## config.mk

```make
export PLATFORM = sky130hd
export DESIGN_NAME = ich_cell
export DESIGN_NICKNAME = d
export VERILOG_FILES = /design/src/rtl/ich_pkg.sv /design/src/rtl/ich_cell.sv
export SDC_FILE = /design/constraint.sdc
export NUM_CORES = 1
export LEC_CHECK = 0
export BUFFER_PORTS_ARGS = -buffer_cell sky130_fd_sc_hd__buf_2
export CAP_MARGIN = 15
export CORE_UTILIZATION = 45
export CTS_CLUSTER_DIAMETER = 200
export CTS_CLUSTER_SIZE = 28
export DETAILED_ROUTE_END_ITERATION = 6
export PLACE_DENSITY_LB_ADDON = 0.08
export SLEW_MARGIN = 5
export SYNTH_ARGS = -nofsm -noshare
export SYNTH_HDL_FRONTEND = slang
export SYNTH_SLANG_ARGS = --single-unit
```

## constraint.sdc

```tcl
create_clock -name clk_i -period 4.55 [get_ports clk_i]
set_input_delay 0.455 -clock clk_i [delete_from_list [all_inputs] [get_ports clk_i]]
set_output_delay 0.455 -clock clk_i [all_outputs]
set_load 0.005 [all_outputs]
```

## src/rtl/ich_pkg.sv

```systemverilog
// Shared types and constants for the ichimoku cloud lines unit.
package ich_pkg;

  // Field widths of the bar and result items
  localparam int unsigned PRICE_W = 32;
  localparam int unsigned TWICE_W = PRICE_W + 1;
  localparam int unsigned QUAD_W  = PRICE_W + 2;
  localparam int unsigned LEN_W   = 7;

  // Configuration port geometry
  localparam int unsigned APB_AW = 4;
  localparam int unsigned APB_DW = 32;

  // Register indexes (word address)
  localparam logic [1:0] REG_CONVERSION_LEN = 2'd0;
  localparam logic [1:0] REG_BASE_LEN       = 2'd1;
  localparam logic [1:0] REG_SPAN_B_LEN     = 2'd2;

  // Reset values of the window lengths
  localparam logic [LEN_W-1:0] CONVERSION_LEN_RST = 7'd9;
  localparam logic [LEN_W-1:0] BASE_LEN_RST       = 7'd26;
  localparam logic [LEN_W-1:0] SPAN_B_LEN_RST     = 7'd52;

  typedef struct packed {
    logic [PRICE_W-1:0] high_price;
    logic [PRICE_W-1:0] low_price;
  } in_item_t;

  typedef struct packed {
    logic [TWICE_W-1:0] conversion_twice;
    logic [TWICE_W-1:0] base_twice;
    logic [QUAD_W-1:0]  span_a_quad;
    logic [TWICE_W-1:0] span_b_twice;
    logic               ready_res;
  } out_item_t;

  typedef struct packed {
    logic [LEN_W-1:0] conversion_len;
    logic [LEN_W-1:0] base_len;
    logic [LEN_W-1:0] span_b_len;
  } cfg_t;

  // Per-cell shift control
  typedef struct packed {
    logic advance;
    logic first;
  } cell_ctrl_t;

endpackage

```

## src/rtl/ich_cell.sv

```systemverilog
// One window cell: running highest high and lowest low over a fixed depth.
module ich_cell (
  input  logic                    clk_i,
  input  ich_pkg::cell_ctrl_t     ctrl_i,
  input  logic [ich_pkg::PRICE_W-1:0] x_hi_i,
  input  logic [ich_pkg::PRICE_W-1:0] x_lo_i,
  input  logic [ich_pkg::PRICE_W-1:0] prev_hi_i,
  input  logic [ich_pkg::PRICE_W-1:0] prev_lo_i,
  output logic [ich_pkg::PRICE_W-1:0] hi_o,
  output logic [ich_pkg::PRICE_W-1:0] lo_o
);
  import ich_pkg::*;

  logic [PRICE_W-1:0] hi_q, hi_d;
  logic [PRICE_W-1:0] lo_q, lo_d;

  // Fold the new bar into the neighbor's window of one bar less
  always_comb begin
    hi_d = x_hi_i;
    lo_d = x_lo_i;
    if (!ctrl_i.first) begin
      if (prev_hi_i > x_hi_i) begin
        hi_d = prev_hi_i;
      end
      if (prev_lo_i < x_lo_i) begin
        lo_d = prev_lo_i;
      end
    end
  end

  // Hold until the next bar transfer
  always_ff @(posedge clk_i) begin
    if (ctrl_i.advance) begin
      hi_q <= hi_d;
      lo_q <= lo_d;
    end
  end

  assign hi_o = hi_q;
  assign lo_o = lo_q;

endmodule

```

==> results.py <==
metrics = {
    "drt": {
        "drt_wl_total_um": 9570,
        "drc": 0,
        "wire_per_inst_um": 13.8,
        "drtAntennaViolNets": 0,
        "vias_per_cell": 4.93,
        "drtIter0Drc": 51,
        "dr.pass1.iters": 4,
        "via_count": 3419,
    },
    "job": {
        "drv_cap": 0,
    },
    "setup_path": {
        "endpoint_kind": "flop",
        "critical_path.slowest_cell": "o41a_1",
        "cp_num_cells": 10,
        "arrival_ps": 2930,
        "startpoint": "x_hi_i[14]",
        "crit_chain": "buf_2 > inv_1 > ha_1 > nand4_1 > nor4_1 > a31oi_1 > o31ai_1 > o41a_1 > buf_12 > mux2_2",
        "crit_buf_inv": 3,
        "cp-start-kind": "input port",
        "cp_slowest_stage_delay_ps": 590,
        "cp_top_family": "compound AO/OA/AOI/OAI gates",
        "critPathKind": "in -> reg",
        "crit_fanout": 22,
        "critPathRequiredTime_ps": 4640,
    },
    "global_routing": {
        "grt_pass1_wl_um": 15400,
        "grt_overflow_total": 0,
        "grt_pass1_vias": 3435,
        "grt_use_total_pct": 20.0,
        "antenna_found_initial": 0,
        "grt_max_degree": 36,
    },
    "clock_tree": {
        "cts_tree": "yes",
        "root_buffer": "clkbuf_8",
        "cts_resized": 0,
        "cts_hold_buf": 0,
        "post_cts_buffers": 0,
        "cts_max_path_buffers": 2,
        "clkSlewWorstSetupHoldPaths_ps": 80,
        "numCtsBuffers": 9,
        "htreeDepth": 3,
        "cts_sinks": 64,
    },
    "sta": {
        "layout_min_cycle_time_ps": 2840,
        "setup_viol": 0,
        "period_share_pct": 62.5,
        "hold_viol_final": 0,
        "worst_pin_slew_ps": 743,
        "fin_tns_setup_ps": 0,
        "drv_slew": 0,
        "fmax_mhz": 352,
        "slew_headroom_pct": 50.5,
        "rsz0062_at_grt": "false",
    },
    "synth": {
        "ys_ff_latch": 64,
        "synth_top_flop_cell": "edfxtp_1",
        "synth_area_um2": 4290,
        "synth_nets": 551,
        "ys_seq_area_share_pct": 44.8,
        "synth_edf_count": 64,
        "synthArstFlopShare_pct": 0,
        "synthCells": 357,
        "yosysUniqueCellTypes": 31,
        "avgSynthCellArea_um2": 12.0,
        "yosys_warnings": 0,
    },
    "min_path": {
        "worstHoldStart": "x_hi_i[21]",
        "min_to": "hi_o[21]",
        "whs_path_depth": 2,
        "worstHoldPathType": "in -> reg",
    },
    "finish": {
        "fin_nets": 754,
        "drive_above_1_share_pct": 48.8,
        "area_delta_synth_final_pct": 30.1,
        "n_antenna_cell": 0,
        "finalNonFillerCells": 694,
    },
    "power": {
        "power_density_nw_per_um2": 272,
        "power.leakage_nw": 2.78,
        "peakVddDrop_mv": 0.117,
    },
    "floorplan": {
        "fp.dieH_um": 99.6,
        "io_pins": 195,
        "rows": 35,
        "die_area_um2": 9920,
        "coreArea_um2": 9240,
        "dieWidth_um": 99.6,
        "initial_utilization_pct": 46.4,
    },
    "status": {
        "status": "complete, no violations",
    },
    "placement": {
        "io_buffers": 194,
        "hpwlAfterDp_um": 7690,
        "dp.cells": 678,
        "gp_congestion": 0.777,
    },
}
## worst max-delay path by stage
stage / to / slack [ps]
after floorplan: lo_o[10] / 1780
after global placement: hi_o[11] / 1440
after detailed placement: hi_o[31] / 1350
after CTS: hi_o[31] / 1730
after global routing: hi_o[23] / 1490
final: hi_o[31] / 1710
## flip-flops by register name, indices dropped and copies added, names as in the netlist
signal / flops
hi_o: 32
lo_o: 32
## cell type report
class / count / area (µm²)
Inverter: 63 / 236
Clock inverter: 6 / 36.3
Clock buffer: 10 / 128
Tap cell: 129 / 161
Timing Repair Buffer: 198 / 1010
Fill cell: 820 / 3660
Sequential cell: 64 / 1920
Multi-Input combinational cell: 224 / 2080
## Yosys cell counts (all sizes together), types with 3 or more instances
| master | instances | area (µm²) |
|---|---|---|
| a211oi | 3 | 35.0 |
| a21o | 7 | 52.6 |
| a21oi | 23 | 115 |
| a221o | 3 | 30.0 |
| buf | 6 | 48.8 |
| edfxtp | 64 | 1920 |
| ha | 63 | 788 |
| inv | 63 | 236 |
| mux2 | 64 | 721 |
| nand2 | 14 | 52.6 |
| nand3 | 6 | 30.0 |
| nand4 | 9 | 56.3 |
| nor2 | 4 | 15.0 |
| nor4 | 3 | 18.8 |
| o21ai | 7 | 35.0 |
## cell usage in the layout, fill, tap and decap left out, types with 2 or more instances in the layout
cell,count
and3_1,2
clkbuf_8,9
buf_4,3
inv_1,63
nand3_1,6
nand4_1,9
mux2_1,2
nor3_1,2
o21ai_0,7
and4_1,2
edfxtp_1,64
nor2_1,4
clkinv_2,4
a211oi_1,2
a2111oi_0,2
ha_1,63
nor2b_1,2
nor4_1,3
nand2_1,14
a221o_1,3
mux2_2,62
buf_2,194
a21o_1,7
a21oi_1,23
## kinds of logic after synthesis
family	Yosys count	synth area share, %
AOI/OAI and AO/OA	52	7.94
buffers and inverters	69	6.65
muxes	64	16.8
DFF	64	44.8
adders and majority gates	63	18.4
and+or+nand+nor	45	5.40
## power by group
group / switching (mW) / internal, mW
clock: 0.226 / 0.195
combinational: 0.170 / 0.190
sequential: 0.0131 / 0.721
total: 0.409 / 1.11
## per-stage QoR
stage / power, mW / setup slack, ps / hold slack, ps / util [%] / instance area [µm²]
2_1_floorplan: 0.937 / 1780 / 567 / - / 4290
3_3_place_gp: 1.10 / 1440 / 757 / 58.6 / 5410
3_5_place_dp: 1.11 / 1350 / 763 / 58.6 / 5410
4_1_cts: 1.54 / 1730 / 407 / 60.4 / 5580
5_1_grt: 1.61 / 1490 / 416 / 60.4 / 5580
6_report: 1.52 / 1710 / 429 / 60.4 / 5580
## layer usage
metal  up-vias  track usage, %  wire, µm
met4         0            9.39       190
met3        16            4.92       606
met2       123            33.5      4580
li1       1735               -         -
met5         -               0         0
met1      1545            24.2      4190
Note: power is estimated with default switching activity, not from simulation.
