**config.mk**
```make
export PLATFORM = sky130hd
export DESIGN_NAME = ich_cfg
export DESIGN_NICKNAME = d
export VERILOG_FILES = /design/src/rtl/ich_pkg.sv /design/src/rtl/ich_cfg.sv
export SDC_FILE = /design/constraint.sdc
export NUM_CORES = 1
export LEC_CHECK = 0
export BUFFER_PORTS_ARGS = -buffer_cell sky130_fd_sc_hd__buf_2
export CAP_MARGIN = 15
export CORE_MARGIN = 1
export CORE_UTILIZATION = 40
export CTS_BUF_LIST = sky130_fd_sc_hd__clkbuf_8
export CTS_CLUSTER_SIZE = 16
export DETAILED_ROUTE_END_ITERATION = 12
export PLACE_DENSITY = 0.81
export SYNTH_ARGS = -nofsm -noshare
export SYNTH_HDL_FRONTEND = slang
export SYNTH_SLANG_ARGS = --single-unit
```
**constraint.sdc**
```tcl
create_clock -name clk_i -period 2.4 [get_ports clk_i]
set_input_delay 0.36 -clock clk_i [delete_from_list [all_inputs] [get_ports clk_i]]
set_output_delay 0.36 -clock clk_i [all_outputs]
set_load 0.02 [all_outputs]
```
**src/rtl/ich_pkg.sv**
```systemverilog
// Shared types and constants for the ichimoku cloud lines unit.
package ich_pkg;

  // Field widths of the bar and result items
  localparam int unsigned PRICE_W = 32;
  localparam int unsigned TWICE_W = PRICE_W + 1;
  localparam int unsigned QUAD_W  = PRICE_W + 2;
  localparam int unsigned LEN_W   = 7;

  // Configuration port geometry
  localparam int unsigned APB_AW = 4;
  localparam int unsigned APB_DW = 32;

  // Register indexes (word address)
  localparam logic [1:0] REG_CONVERSION_LEN = 2'd0;
  localparam logic [1:0] REG_BASE_LEN       = 2'd1;
  localparam logic [1:0] REG_SPAN_B_LEN     = 2'd2;

  // Reset values of the window lengths
  localparam logic [LEN_W-1:0] CONVERSION_LEN_RST = 7'd9;
  localparam logic [LEN_W-1:0] BASE_LEN_RST       = 7'd26;
  localparam logic [LEN_W-1:0] SPAN_B_LEN_RST     = 7'd52;

  typedef struct packed {
    logic [PRICE_W-1:0] high_price;
    logic [PRICE_W-1:0] low_price;
  } in_item_t;

  typedef struct packed {
    logic [TWICE_W-1:0] conversion_twice;
    logic [TWICE_W-1:0] base_twice;
    logic [QUAD_W-1:0]  span_a_quad;
    logic [TWICE_W-1:0] span_b_twice;
    logic               ready_res;
  } out_item_t;

  typedef struct packed {
    logic [LEN_W-1:0] conversion_len;
    logic [LEN_W-1:0] base_len;
    logic [LEN_W-1:0] span_b_len;
  } cfg_t;

  // Per-cell shift control
  typedef struct packed {
    logic advance;
    logic first;
  } cell_ctrl_t;

endpackage

```
**src/rtl/ich_cfg.sv**
```systemverilog
// APB register file holding the three window lengths.
module ich_cfg (
  input  logic                          clk_i,
  input  logic                          rst_ni,
  input  logic                          psel,
  input  logic                          penable,
  input  logic                          pwrite,
  input  logic [ich_pkg::APB_AW-1:0]    paddr,
  input  logic [ich_pkg::APB_DW-1:0]    pwdata,
  output logic [ich_pkg::APB_DW-1:0]    prdata,
  output logic                          pready,
  output ich_pkg::cfg_t                 cfg_o
);
  import ich_pkg::*;

  cfg_t       cfg_q, cfg_d;
  logic       wr_en;
  logic [1:0] reg_idx;

  assign pready  = 1'b1;
  assign reg_idx = paddr[3:2];
  assign wr_en   = psel && penable && pwrite;

  // Decode writes
  always_comb begin
    cfg_d = cfg_q;
    if (wr_en) begin
      case (reg_idx)
        REG_CONVERSION_LEN: cfg_d.conversion_len = pwdata[LEN_W-1:0];
        REG_BASE_LEN:       cfg_d.base_len       = pwdata[LEN_W-1:0];
        REG_SPAN_B_LEN:     cfg_d.span_b_len     = pwdata[LEN_W-1:0];
        default:            cfg_d = cfg_q;
      endcase
    end
  end

  always_ff @(posedge clk_i or negedge rst_ni) begin
    if (!rst_ni) begin
      cfg_q.conversion_len <= CONVERSION_LEN_RST;
      cfg_q.base_len       <= BASE_LEN_RST;
      cfg_q.span_b_len     <= SPAN_B_LEN_RST;
    end else begin
      cfg_q <= cfg_d;
    end
  end

  // Read back
  always_comb begin
    case (reg_idx)
      REG_CONVERSION_LEN: prdata = APB_DW'(cfg_q.conversion_len);
      REG_BASE_LEN:       prdata = APB_DW'(cfg_q.base_len);
      REG_SPAN_B_LEN:     prdata = APB_DW'(cfg_q.span_b_len);
      default:            prdata = '0;
    endcase
  end

  assign cfg_o = cfg_q;

endmodule

```
==> results by group <==
Cells and area
  • Most common cell after layout, fill and taps aside: buf_2
  • Max reg flops: 21
  • Layout Nets: 181
  • Final design utilization: 48.6%
  • Layout cells sized above 1: 54.7%
  • Most used cells in the layout excluding fill and tap cells: buf_2, conb_1, mux2_2
  • Fill cells: 269
  • Area delta synth->final: 12.7%
  • Ant diodes: 0
  • Area taken by flip-flops and latches: 536 µm²
  • Area of the multi-input gates: 539 µm²

Worst setup path
  • Crit-path cells: buf_2 -> nor2b_1 -> nand2_1 -> o21ai_0 -> buf_2
  • CP Launch Type: input pin
  • WP data required: 2040 ps
  • Crit path max-delay cell type: nor2b_1
  • Worst setup EP type: output pin
  • Worst Path Max Fanout: 11
  • Critical path arrival: 1520 ps
  • Max incr delay on CP: 540 ps
  • CP Buf/Inv Count: 2
  • Delay-heaviest family, CP: simple AND/OR/NAND/NOR gates
  • Crit Path Category: in -> out
  • CP most frequent cell: buf_2

Timing
  • Minimum hold slack: 45.1 ps
  • Final hold viol count: 0
  • Slew Limit Headroom: 52.5%
  • Worst-margin pin slew: 709 ps
  • Setup_tns: 0 ps
  • Final setup fails: 0
  • Crit share post-route: 78.2%
  • Clk_skew: 0 ps
  • RSZ-0062 raised after global routing: no
  • Max Transition Viols Final: 0
  • Min cycle time layout: 1880 ps
  • Fmax: 533 MHz

CTS
  • Clk sink count: 21
  • Worst skew pair latency: 260 ps
  • Hold Buf Count CTS: 0
  • Reg clk slew, reported paths: 70 ps
  • Post-CTS setup buffers: 0
  • TritonCTS Buffers: 3
  • PostCTS Resize Cnt: 0
  • Clock Tree Root: clkbuf_8
  • CTS tree: yes
  • H-tree Lvls: 1
  • CTS max path bufs: 2

Die
  • Core Box Area: 2810 µm²
  • Die ar.: 3250 µm²
  • Die width: 57.0 µm
  • Cell row count: 19
  • Die H: 57.0 µm
  • I/O pins: 95
  • Initial core utilization: 43.1%

Detailed routing
  • Drt first pass iters: 7
  • DRC Markers: 18
  • Initial DRC count: 24
  • Routed Antenna Nets: 0
  • Routed len/inst: 13.3 µm
  • Vias: 797
  • Vias/cell: 4.69
  • WL final: 2.27 mm

Power
  • P_sw: 438 µW
  • Logic pwr share: 37.3%
  • Leakage power: 0.000721 µW
  • Internal: 749 µW
  • Part of the power in registers: 44.0%
  • PwrDens: 870 nW/µm²
  • Clock power frac: 18.6%
  • Pwr Total: 1190 µW
  • Switching share of power: 36.9%
  • Max VDD drop: 472 µV

Synth
  • YS warnings: 0
  • Yosys reg bits: 21
  • Synth top area share: 26.9%
  • Post-synthesis cell count: 99
  • Post-Syn Area: 1210 µm²
  • Top cell type by total area after synthesis: dfrtp_1
  • Avg Inst Size Synth: 12.2 µm²
  • Register area share after synthesis: 44.3%
  • Cell variety after synth: 15
  • Ranking of synthesized cells by area: dfrtp_1, dfstp_2, buf_4, mux2_2, mux2_4

Flow run
  • Max-cap viol count: 0

Run status
  • Failing checks: DRC
  • Status: complete, but fails checks

Placed design
  • DP HPWL: 1.60 mm
  • IO Port Bufs: 41
  • GPL Wtd Cong: 0.661

Min path
  • Min-delay worst type: in -> async

Global routing
  • Largest net degree at the start of global routing: 22
  • First-pass GRT wire length: 3.53 mm
  • Initial antenna violation count: 0
  • Vias in the first global route: 761
  • Total gr overflow: 0
  • Gr usage total: 14.7%
## cell families (layout without fill, tap and decap cells)
group	after synthesis	in the layout	share of synthesized area, %
AOI/OAI and AO/OA	7	7	2.90
DFF	21	21	44.3
buffers and inverters	29	45	18.6
and+or+nand+nor	12	12	6.10
muxes	28	28	27.5
other	2	26	0.621
## power by group through the flow
| stage | logic (µW) | clock network, µW | registers [µW] |
|---|---|---|---|
| 5_1_grt | 473 | 242 | 532 |
| 3_3_place_gp | 438 | 0 | 520 |
| 4_1_cts | 447 | 231 | 522 |
| 6_report | 443 | 221 | 522 |
| 3_5_place_dp | 446 | 0 | 527 |
| 2_1_floorplan | 231 | 0 | 627 |
## cell usage after synthesis
| master | number |
|---|---|
| buf_4 | 27 |
| conb_1 | 2 |
| dfrtp_1 | 13 |
| mux2_2 | 14 |
| o21ai_0 | 7 |
| mux2_4 | 7 |
| buf_6 | 2 |
| nor3_2 | 1 |
| or3b_1 | 1 |
| mux2i_1 | 7 |
| dfstp_2 | 8 |
| nor3b_2 | 1 |
| nand3_2 | 1 |
| nand2_1 | 7 |
| nor2b_1 | 1 |
## layer usage
metal / track usage (%) / up-vias / part of all wire, %
li1: - / 360 / -
met1: 18.7 / 382 / 44
met2: 24.5 / 52 / 47
met3: 2.95 / 3 / 8.3
met4: 6.27 / 0 / 1.3
met5: 0 / - / 0
## worst paths after layout
path,startpoint,endpoint,slack (ps),depth (start not counted)
setup / recovery,paddr[3],prdata[1],520,5
hold / removal,rst_ni,cfg_o[0],50,1
setup reg to reg,cfg_o[12],cfg_o[12],1620,1
hold reg to reg,cfg_o[15],cfg_o[15],530,1
max in group asynchronous,rst_ni,cfg_o[5],2010,1
min in group clk_i,pwdata[0],cfg_o[7],360,2
## per-stage QoR
step	cells	setup WS, ps	instance area [µm²]
3_3_place_gp	166	542	1320
6_report	170	524	1360
4_1_cts	170	530	1360
5_1_grt	170	420	1360
3_5_place_dp	166	543	1320
2_1_floorplan	123	891	1300
## layout make-up
type | count | area share [%]
well taps | 31 | 2.84
repair buffers | 41 | 15.0
multi-input cells | 73 | 39.5
clock buffers | 3 | 3.03
clock inverters | 1 | 0.275
flip-flops and latches | 21 | 39.3
Note: power is estimated with default switching activity, not from simulation.
